[src/rtl/srp_pkg.sv]
// Package with the controller state type of the skyline packer.
`timescale 1ns / 1ps

package srp_pkg;

  typedef enum logic [3:0] {
    ST_INIT,
    ST_IDLE,
    ST_CLEAR,
    ST_OUT_RD,
    ST_OUT_EV,
    ST_INNER,
    ST_FIT,
    ST_TRIM_CHK,
    ST_TRIM_WR,
    ST_NEW_SEG,
    ST_DONE
  } state_e;

  localparam int unsigned FieldBits = 16;
  localparam logic [FieldBits-1:0] ResetAtlas = 16'd1024;
  localparam logic CmdClear = 1'b1;

  localparam logic CfgAtlasWidth  = 1'b0;
  localparam logic CfgAtlasHeight = 1'b1;

endpackage

[src/rtl/skyline_rect_packer_top.sv]
// Top level of the skyline rectangle packer with its segment memory and sequencer.
//
//   channel   | handshake                         | payload
//   ----------+-----------------------------------+--------------------------------------
//   s_axis    | s_axis_tvalid / s_axis_tready     | tdata {rect_height, rect_width}, tuser command
//   m_axis    | m_axis_tvalid / m_axis_tready     | tdata {pad, table_full, pos_y, pos_x, fit}
//   cfg       | cfg_valid_i / cfg_ready_o         | cfg_index_i, cfg_data_i
//
// A clear request passes through the ST_CLEAR and ST_DONE states before its result is registered.
// For a place request every segment of the segment memory, which has separate read and
// write ports, is scanned against every other one to find the fitting limit, then, if
// a position fits, two more passes check for a free slot and trim.
// After reset the ST_INIT state writes the initial full-width segment before the
// first request is taken. A stalled result holds in the output register.
`timescale 1ns / 1ps

module skyline_rect_packer_top #(
  parameter int unsigned MAX_SEGMENTS = 64,
  parameter int unsigned COORD_BITS   = 16
) (
  input  logic        clk_i,
  input  logic        rst_ni,
  input  logic        s_axis_tvalid,
  output logic        s_axis_tready,
  input  logic [31:0] s_axis_tdata,   // [15:0] rect_width, [31:16] rect_height
  input  logic        s_axis_tuser,   // [0] command
  output logic        m_axis_tvalid,
  input  logic        m_axis_tready,
  output logic [39:0] m_axis_tdata,   // [0] fit, [16:1] pos_x, [32:17] pos_y,
                                      // [33] table_full, [39:34] zero
  input  logic        cfg_valid_i,
  output logic        cfg_ready_o,
  input  logic        cfg_index_i,
  input  logic [15:0] cfg_data_i
);
  import srp_pkg::*;

  localparam int unsigned IW = (MAX_SEGMENTS > 1) ? $clog2(MAX_SEGMENTS) : 1;
  localparam int unsigned CW = $clog2(MAX_SEGMENTS + 1);
  localparam int unsigned SW = ((COORD_BITS > FieldBits) ? COORD_BITS : FieldBits) + 1;
  localparam logic [CW-1:0] SegCount = CW'(MAX_SEGMENTS);

  typedef struct packed {
    logic [COORD_BITS-1:0] left;
    logic [COORD_BITS-1:0] level;
    logic [COORD_BITS-1:0] span;
  } seg_t;

  // True if segment a comes after segment b in (level, left, index) order.
  function automatic logic seg_after(input logic [COORD_BITS-1:0] lvl_a,
                                     input logic [COORD_BITS-1:0] lft_a,
                                     input logic [IW-1:0] idx_a,
                                     input logic [COORD_BITS-1:0] lvl_b,
                                     input logic [COORD_BITS-1:0] lft_b,
                                     input logic [IW-1:0] idx_b);
    logic res;
    if (lvl_a != lvl_b) res = lvl_a > lvl_b;
    else if (lft_a != lft_b) res = lft_a > lft_b;
    else res = idx_a > idx_b;
    return res;
  endfunction

  seg_t mem [MAX_SEGMENTS];
  seg_t rdata_q;
  logic [IW-1:0] raddr;
  logic mem_we;
  logic [IW-1:0] waddr;
  seg_t wdata;

  always_ff @(posedge clk_i) begin
    rdata_q <= mem[raddr];
  end

  always_ff @(posedge clk_i) begin
    if (mem_we) mem[waddr] <= wdata;
  end

  state_e state_q, state_d;
  logic [CW-1:0] cnt_q, cnt_d, i_q, i_d;
  logic rd_vld_q, rd_vld_d;
  logic [IW-1:0] rd_idx_q, rd_idx_d;
  seg_t cur_q, cur_d;
  logic [SW-1:0] lim_q, lim_d;
  logic best_found_q, best_found_d;
  logic [IW-1:0] best_idx_q, best_idx_d;
  logic [COORD_BITS-1:0] best_left_q, best_left_d, best_level_q, best_level_d;
  logic slot_found_q, slot_found_d;
  logic [IW-1:0] slot_q, slot_d;
  logic [FieldBits-1:0] w_q, w_d, h_q, h_d;
  logic [MAX_SEGMENTS-1:0] valid_q, valid_d;
  logic res_fit_q, res_fit_d, res_full_q, res_full_d;
  logic [FieldBits-1:0] aw_q, aw_d, ah_q, ah_d;
  logic out_vld_q, out_vld_d;
  logic [39:0] out_data_q, out_data_d;

  logic [SW-1:0] rd_right, lx, rx, cur_top, cur_end;
  logic rd_hit, rd_overlap;
  logic [IW-1:0] cur_idx;

  assign cur_idx    = i_q[IW-1:0];
  assign rd_right   = SW'(rdata_q.left) + SW'(rdata_q.span);
  assign lx         = SW'(best_left_q);
  assign rx         = lx + SW'(w_q);
  assign cur_top    = SW'(rdata_q.level) + SW'(h_q);
  assign cur_end    = SW'(cur_q.left) + SW'(w_q);
  assign rd_hit     = valid_q[rd_idx_q] &&
                      ((rd_idx_q == best_idx_q) ||
                       !seg_after(rdata_q.level, rdata_q.left, rd_idx_q,
                                  best_level_q, best_left_q, best_idx_q));
  assign rd_overlap = (rd_right > lx) && (SW'(rdata_q.left) < rx);

  assign s_axis_tready = (state_q == ST_IDLE);
  assign cfg_ready_o   = 1'b1;
  assign m_axis_tvalid = out_vld_q;
  assign m_axis_tdata  = out_data_q;

  always_comb begin
    logic [SW-1:0] top;
    state_d      = state_q;
    cnt_d        = cnt_q;
    i_d          = i_q;
    rd_vld_d     = 1'b0;
    rd_idx_d     = rd_idx_q;
    cur_d        = cur_q;
    lim_d        = lim_q;
    best_found_d = best_found_q;
    best_idx_d   = best_idx_q;
    best_left_d  = best_left_q;
    best_level_d = best_level_q;
    slot_found_d = slot_found_q;
    slot_d       = slot_q;
    w_d          = w_q;
    h_d          = h_q;
    valid_d      = valid_q;
    res_fit_d    = res_fit_q;
    res_full_d   = res_full_q;
    aw_d         = aw_q;
    ah_d         = ah_q;
    out_vld_d    = out_vld_q;
    out_data_d   = out_data_q;
    raddr        = cnt_q[IW-1:0];
    mem_we       = 1'b0;
    waddr        = '0;
    wdata        = '0;
    top          = SW'(best_level_q) + SW'(h_q);

    if (out_vld_q && m_axis_tready) out_vld_d = 1'b0;

    if (cfg_valid_i) begin
      unique case (cfg_index_i)
        CfgAtlasWidth:  aw_d = cfg_data_i;
        CfgAtlasHeight: ah_d = cfg_data_i;
        default: ;
      endcase
    end

    unique case (state_q)
      ST_INIT: begin
        mem_we     = 1'b1;
        wdata.span = COORD_BITS'(SW'(ResetAtlas));
        valid_d    = MAX_SEGMENTS'(1);
        state_d    = ST_IDLE;
      end
      ST_IDLE: begin
        if (s_axis_tvalid) begin
          w_d          = s_axis_tdata[15:0];
          h_d          = s_axis_tdata[31:16];
          res_fit_d    = 1'b0;
          res_full_d   = 1'b0;
          best_found_d = 1'b0;
          slot_found_d = 1'b0;
          i_d          = '0;
          state_d      = (s_axis_tuser == CmdClear) ? ST_CLEAR : ST_OUT_RD;
        end
      end
      ST_CLEAR: begin
        mem_we     = 1'b1;
        wdata.span = COORD_BITS'(SW'(aw_q));
        valid_d    = MAX_SEGMENTS'(1);
        state_d    = ST_DONE;
      end
      ST_OUT_RD: begin
        raddr = cur_idx;
        if (i_q == SegCount) begin
          cnt_d   = '0;
          state_d = best_found_q ? ST_TRIM_CHK : ST_DONE;
        end else begin
          state_d = ST_OUT_EV;
        end
      end
      ST_OUT_EV: begin
        cur_d = rdata_q;
        if (valid_q[cur_idx] && (cur_top <= SW'(ah_q))) begin
          cnt_d   = '0;
          lim_d   = SW'(aw_q);
          state_d = ST_INNER;
        end else begin
          i_d     = i_q + CW'(1);
          state_d = ST_OUT_RD;
        end
      end
      ST_INNER, ST_TRIM_CHK, ST_TRIM_WR: begin
        // Pipelined scan: issue one read a cycle, evaluate the entry in the cycle after.
        if (cnt_q != SegCount) begin
          rd_vld_d = 1'b1;
          rd_idx_d = cnt_q[IW-1:0];
          cnt_d    = cnt_q + CW'(1);
        end
        if (rd_vld_q) begin
          if (state_q == ST_INNER) begin
            if (valid_q[rd_idx_q] && (rd_idx_q != cur_idx) &&
                seg_after(rdata_q.level, rdata_q.left, rd_idx_q,
                          cur_q.level, cur_q.left, cur_idx) &&
                (rdata_q.left > cur_q.left) && (SW'(rdata_q.left) < lim_q)) begin
              lim_d = SW'(rdata_q.left);
            end
          end else if (state_q == ST_TRIM_CHK) begin
            if ((!valid_q[rd_idx_q] || (rd_hit && rd_overlap && rd_right <= rx)) &&
                !slot_found_q) begin
              slot_found_d = 1'b1;
              slot_d       = rd_idx_q;
            end
          end else if (rd_hit && rd_overlap) begin
            if (rd_right <= rx) begin
              valid_d[rd_idx_q] = 1'b0;
            end else begin
              mem_we      = 1'b1;
              waddr       = rd_idx_q;
              wdata.left  = COORD_BITS'(rx);
              wdata.level = rdata_q.level;
              wdata.span  = COORD_BITS'(rd_right - rx);
            end
          end
        end
        if (cnt_q == SegCount && !rd_vld_q) begin
          cnt_d = '0;
          unique case (state_q)
            ST_INNER:    state_d = ST_FIT;
            ST_TRIM_CHK: begin
              if (slot_found_q) begin
                state_d = ST_TRIM_WR;
              end else begin
                res_full_d = 1'b1;
                state_d    = ST_DONE;
              end
            end
            default:     state_d = ST_NEW_SEG;
          endcase
        end
      end
      ST_FIT: begin
        if ((cur_end <= lim_q) &&
            (!best_found_q || seg_after(best_level_q, best_left_q, best_idx_q,
                                        cur_q.level, cur_q.left, cur_idx))) begin
          best_found_d = 1'b1;
          best_idx_d   = cur_idx;
          best_left_d  = cur_q.left;
          best_level_d = cur_q.level;
        end
        i_d     = i_q + CW'(1);
        state_d = ST_OUT_RD;
      end
      ST_NEW_SEG: begin
        mem_we          = 1'b1;
        waddr           = slot_q;
        wdata.left      = best_left_q;
        wdata.level     = COORD_BITS'(top);
        wdata.span      = COORD_BITS'(SW'(w_q));
        valid_d[slot_q] = 1'b1;
        res_fit_d       = 1'b1;
        state_d         = ST_DONE;
      end
      ST_DONE: begin
        if (!out_vld_q || m_axis_tready) begin
          out_vld_d  = 1'b1;
          out_data_d = '0;
          out_data_d[0]  = res_fit_q;
          out_data_d[33] = res_full_q;
          if (res_fit_q) begin
            out_data_d[16:1]  = FieldBits'(SW'(best_left_q));
            out_data_d[32:17] = FieldBits'(SW'(best_level_q));
          end
          state_d = ST_IDLE;
        end
      end
      default: state_d = ST_IDLE;
    endcase
  end

  always_ff @(posedge clk_i or negedge rst_ni) begin
    if (!rst_ni) begin
      state_q      <= ST_INIT;
      cnt_q        <= '0;
      i_q          <= '0;
      rd_vld_q     <= 1'b0;
      best_found_q <= 1'b0;
      slot_found_q <= 1'b0;
      valid_q      <= MAX_SEGMENTS'(1);
      res_fit_q    <= 1'b0;
      res_full_q   <= 1'b0;
      aw_q         <= ResetAtlas;
      ah_q         <= ResetAtlas;
      out_vld_q    <= 1'b0;
    end else begin
      state_q      <= state_d;
      cnt_q        <= cnt_d;
      i_q          <= i_d;
      rd_vld_q     <= rd_vld_d;
      best_found_q <= best_found_d;
      slot_found_q <= slot_found_d;
      valid_q      <= valid_d;
      res_fit_q    <= res_fit_d;
      res_full_q   <= res_full_d;
      aw_q         <= aw_d;
      ah_q         <= ah_d;
      out_vld_q    <= out_vld_d;
    end
  end

  always_ff @(posedge clk_i) begin
    rd_idx_q     <= rd_idx_d;
    cur_q        <= cur_d;
    lim_q        <= lim_d;
    best_idx_q   <= best_idx_d;
    best_left_q  <= best_left_d;
    best_level_q <= best_level_d;
    slot_q       <= slot_d;
    w_q          <= w_d;
    h_q          <= h_d;
    out_data_q   <= out_data_d;
  end

endmodule

[config.mk]
export PLATFORM = sky130hd
export DESIGN_NAME = skyline_rect_packer_top
export DESIGN_NICKNAME = d
export VERILOG_FILES = /design/src/rtl/srp_pkg.sv /design/src/rtl/skyline_rect_packer_top.sv
export SDC_FILE = /design/constraint.sdc
export NUM_CORES = 2
export LEC_CHECK = 0
export BUFFER_PORTS_ARGS = -buffer_cell sky130_fd_sc_hd__clkbuf_2
export CAP_MARGIN = 15
export CORE_MARGIN = 3
export CORE_UTILIZATION = 45
export CTS_CLUSTER_DIAMETER = 200
export DETAILED_ROUTE_END_ITERATION = 10
export RECOVER_POWER = 100
export SYNTH_ARGS = -nofsm -noshare
export SYNTH_HDL_FRONTEND = slang
export SYNTH_SLANG_ARGS = --single-unit
export TNS_END_PERCENT = 5
[constraint.sdc]
create_clock -name clk_i -period 21.6 [get_ports clk_i]
set_input_delay 4.32 -clock clk_i [delete_from_list [all_inputs] [get_ports clk_i]]
set_output_delay 4.32 -clock clk_i [all_outputs]
set_load 0.03 [all_outputs]
; Yosys cells after proc, flatten, opt, wreduce, memory -nomap -nowiden
; Memory sizes are Yosys's and may differ from the RTL's. A register that Yosys moved wholly into a read port is not among the register bits.
; Cells that the tools add are included.
[totals]
reg_bits = 285
ramBits = 3072
input_bits = 55
out_inout_bits = 43
wordCells = 237
n_memories = 1
[classes]
add_sub_neg = 8
magnitude_cmp = 20
eq_ne = 39
n_mux = 87
n_bitwise = 5
n_reduce_logical = 53
[memory_table]
columns = name, depth, word_bits, read_ports, rd_ports_with_merged_regs, write_ports, line
row1 = mem, 64, 48, 1, 1, 1, skyline_rect_packer_top.sv:63  ; seg_t mem [MAX_SEGMENTS];
[op_table]
columns = operator, count
row1 = 2-to-1 mux 64 bit, 5
row2 = 2-to-1 mux 48 bit, 5
row3 = one-hot mux 64 bit (3 select lines), 1
row4 = > comparator 16 bit, 6
row5 = inequality test 16 bit, 6
row6 = adder 16 x 16 -> 17 bit, 4
row7 = 2-to-1 mux 17 bit, 4
row8 = bitwise AND 64 bit, 1
row9 = NOT 64 bit, 1
row10 = OR 64 bit, 1
row11 = one-hot mux 16 bit (4 select lines), 1
row12 = one-hot mux 32 bit (2 select lines), 1
row13 = 2-to-1 mux 7 bit, 6
row14 = one-hot mux 7 bit (3 select lines), 2
row15 = 2-to-1 mux 1 bit, 36
row16 = 2-to-1 mux 6 bit, 6
row17 = less-or-equal comparator 17 bit, 2
row18 = < comparator 16 x 17 -> 1 bit, 2
row19 = "inequality test 2 bit, second input constant", 17
row20 = one-hot mux 17 bit (2 select lines), 1
row21 = one-hot mux 4 bit (7 select lines), 1
row22 = "< comparator 6 x 7 -> 1 bit, second input constant", 3
row23 = 2-to-1 mux 4 bit, 5
row24 = > comparator 6 bit, 3
row25 = 36 further kinds, 92

; Depth between registers and ports, before layout
[logic_depth]
ltp_word = 15
depth_mapped = 23
depth_no_buf = 21

; Worst setup path after synthesis
; No wires, ideal clock.
[synth_path]
path_type = register to register
start = register best_left_q[0]
end = memory mem[24][0] (netlist name), enable pin
setup_time_ps = 526
arrival_ps = 7840
t_required_ps = 21074
setup_slack_ps = 13235
path_stages_with_launch = 21
n_path_buf = 1
period_less_slack_ps = 8365
path_cell_list = edfxtp_1 -> ha_1 -> fa_1 -> a211oi_1 -> o21bai_1 -> a21oi_1 -> o21bai_1 -> a21oi_1 -> xor2_1 -> ha_1 -> a21o_1 -> a221o_1 -> a21oi_1 -> o21bai_1 -> a21oi_1 -> o22ai_1 -> and3_1 -> buf_2 -> a32oi_2 -> nand3b_1 -> a211oi_1
[synth_between]
elab_chain_cells = 14
elab_cells_between_ends = 27
cone_classes = add/sub: 1 / order compare: 4 / eq/ne: 1 / mux: 16 / reduce/logical: 5
[synth_rtl]
columns = element, line
row1 = from (decl), skyline_rect_packer_top.sv:86  ; logic [COORD_BITS-1:0] best_left_q, best_left_d, best_level_q, best_level_d;
row2 = from (signal assigned), skyline_rect_packer_top.sv:325  ; best_left_q <= best_left_d;
row3 = branches (longest 14 deep; another with adder 16 x 16 -> 17 bit), n/a
row4 = to (decl), skyline_rect_packer_top.sv:63
; Parallel ways; which one is timed is not known.

; Worst setup path in the final report
[layout_path]
start = register state_q[1]
end = register, netlist name rdata_q[43]
[layout_between]
elab_chain_cells = 2
[layout_rtl]
columns = element, line
row1 = from (decl), skyline_rect_packer_top.sv:78  ; state_e state_q, state_d;
row2 = from (signal assigned), skyline_rect_packer_top.sv:305  ; state_q <= state_d;
row3 = == test 4 x 2 -> 1 bit, skyline_rect_packer_top.sv:157  ; unique case (state_q)
row4 = 2-to-1 mux 6 bit, skyline_rect_packer_top.sv:157
; No other way between the ends.
; A chain may end at the register's enable or synchronous reset.

==> impl_metrics.json <==
{
  "clk_latency_ns": 0.95,
  "setup_tns_ns": 0,
  "synth-edff-count": 3236,
  "hold_path.class": "flip-flop to flip-flop",
  "rsz0062_at_grt": "false",
  "overflow": 0,
  "drc_errors": 0,
  "cts_setup_buffers": 0,
  "via_per_inst": 6.15,
  "worstPathCellList": "nand2_1 > nor3_1 > mux2i_4 > clkbuf_1 > clkbuf_1 > clkbuf_1 > buf_4 > buf_4 > mux4_2 > and2_0 > a211oi_1 > a311oi_1 > a211oi_1 > a21oi_1",
  "hold_start": "cur_q[25]",
  "cts_tree": "yes",
  "worst_pin_slew_ns": 4.87,
  "postRouteWirelength_um": 377000,
  "crit_start": "state_q[1]",
  "postCtsResizedCells": 0,
  "synth-async-reset-ratio_pct": 3.53,
  "crit_top_cell": "clkbuf_1",
  "synth_seq_cells": 3404,
  "synth.area.top_cells": "edfxtp_1 (69%), mux4_2 (13%), ha_1 (2.6%), dfrtp_1 (2.1%), nand2_1 (1.4%)",
  "synth_top_area_share_pct": 69.4,
  "whs_ns": 0.440,
  "crit_buf_inv": 5,
  "ys_warn_count": 0,
  "cts_sinks": 3404,
  "wl_per_cell_um": 30.7,
  "crit_path_start_kind": "flip-flop",
  "worstHoldEndpoint": "best_level_q[9]",
  "core_area_um2": 309000,
  "timing.fmax_ghz": 0.0728,
  "num_vias": 75531,
  "n_fill_cell": 24997,
  "slowest_delay_ns": 2.56,
  "ys_types": 83,
  "arrival_ns": 14.42,
  "hold_viol_final": 0,
  "io_buffer_count": 90,
  "status": "finished with violations",
  "cts_root_buf": "clkbuf_16",
  "die_w_um": 564,
  "synthCells": 7589,
  "grt_antenna_before_repair": 13,
  "nets": 8213,
  "power.leakage_nw": 52.0,
  "fin_crit_sh_pct": 63.6,
  "dr.first_iter.drc_count": 9190,
  "rr_endpoint": "rdata_q[43]",
  "dr.pass1.iters": 6,
  "worstReg2RegStart": "state_q[1]",
  "gp_congestion": 0.898,
  "power.density_nw_per_um2": 136,
  "htreeDepth": 5,
  "whs_path_depth": 0,
  "critPathSlowestCell": "clkbuf_1",
  "synth_area_um2": 140000,
  "postRouteAntennaNets": 0,
  "dieArea_um2": 318000,
  "grt_max_degree": 120,
  "r2r_slack_ns": 7.87,
  "die_h_um": 564,
  "crit_fanout": 32,
  "critPathTopFamily": "buffers and inverters",
  "grt_usage_pct": 23.5,
  "slew_violations": 6968,
  "cts_buffers": 357,
  "crit_path_end_kind": "flip-flop",
  "ys_seq_area_share_pct": 72.2,
  "clock_skew_ns": 0.0814,
  "clk_pin_slew_worst_paths_ns": 0.06,
  "r2r_cells": 14,
  "fp-row-count": 204,
  "failed_checks": "capacitance limit, slew limit",
  "cts_hold_buf": 0,
  "post-synth-top-count-cell": "edfxtp_1",
  "yosysTopAreaCell": "edfxtp_1",
  "io_pins": 98,
  "min_period_ns": 13.73,
  "clock_path_buffers": 4,
  "worstSetupPathType": "flip-flop to flip-flop",
  "synth-main-ff-cell": "edfxtp_1",
  "grt_pass1_wl_um": 545000,
  "maxCapViolCount": 158,
  "synth_common_cells": "edfxtp_1 (3236), mux4_2 (792), nand2_1 (510), a21oi_1 (320), ha_1 (291)",
  "floorplan.initialDensity_pct": 45.3,
  "max_slew_margin_pct": -224,
  "drive_gt1_share_pct": 18.7,
  "area_growth_pct": 12.4,
  "cp.required_ns": 22.29,
  "ir_drop_mv": 0.108,
  "setup_violations": 0,
  "dp_hpwl_um": 217000,
  "synth_area_per_cell_um2": 18.4,
  "grt_pass1_vias": 75695
}
-- metal layers --
layer	share of wire, %	track usage (%)
met2	47	36.8
met3	8.8	4.37
met1	42	34.4
met5	0	0
met4	2.4	5.71
-- state kept, by name (all words and copies together) (netlist names), 16 cells and up --
register and flops:
best_level_q 16, m_axis_tdata 34, lim_q 16, mem 3072, h_q 16, valid_q 64, aw_q 16, best_left_q 16
ah_q 16, rdata_q 48, cur_q 32, w_q 16
-- power breakdown --
group	internal (W)	leakage, nW	total [W]	switching [W]
logic	0.00281	14.6	0.00722	0.00441
registers	0.00793	31.9	0.00818	0.000243
clock network	0.00342	5.53	0.00598	0.00256
-- layout make-up --
type                    instances  area [µm²]  area share [%]
diodes                          6        15.0         0.00955
clock buffers                 461        9580            6.09
clock inverters               187        1800            1.15
inverters                     161         604           0.384
multi-input cells            3615       37300            23.7
flip-flops and latches       3404      101000            64.3
well taps                    4120        5150            3.28
repair buffers                322        1700            1.08
-- kinds of logic after synthesis --
| group | after synthesis | share of synthesized area [%] |
|---|---|---|
| flops | 3404 | 72.2 |
| mux | 864 | 13.3 |
| buf+inv | 575 | 1.66 |
| fa+ha+maj | 297 | 2.69 |
| xor+xnor | 80 | 0.500 |
| simple gates | 1166 | 3.96 |
| compound gates | 1201 | 5.63 |
| other cells | 2 | 0.00536 |
-- layout by cell type, fill, tap and decap left out, types with 48 or more instances in the layout --
cell type	count
a311oi_1	99
clkbuf_1	303
o21ai_0	152
clkinv_1	87
nor2_1	149
xnor2_1	54
mux2_2	56
ha_1	291
a21oi_1	320
nand2_1	510
nand3_1	69
dfrtp_1	117
edfxtp_1	3236
a31oi_1	118
a211oi_1	241
clkbuf_16	362
dfxtp_1	48
mux4_2	792
buf_4	52
a21o_1	57
clkinv_2	50
and2_1	183
inv_1	159
-- stage by stage --
stage / setup WS [ns] / utilization (%) / power, W / cells / instance area, µm²
finish: 7.87 / 50.8 / 0.0214 / 12276 / 157000
floorplan: 13.23 / - / 0.0130 / 7594 / 140000
detailed placement: 13.41 / 47.5 / 0.0156 / 11621 / 147000
global placement: 13.11 / 47.5 / 0.0155 / 11614 / 147000
global route: 6.52 / 50.8 / 0.0223 / 12271 / 157000
CTS: 13.37 / 51.2 / 0.0215 / 12269 / 158000
-- worst max-delay path by stage --
stage / endpoint / cells after the start
after floorplan: mem[24][0] / 20
after global placement: mem[4][33] / 20
after detailed placement: mem[4][33] / 20
after CTS: mem[4][1] / 20
after global routing: rdata_q[21] / 14
final: rdata_q[43] / 14
No activity file was read; power rests on OpenSTA's default activity.
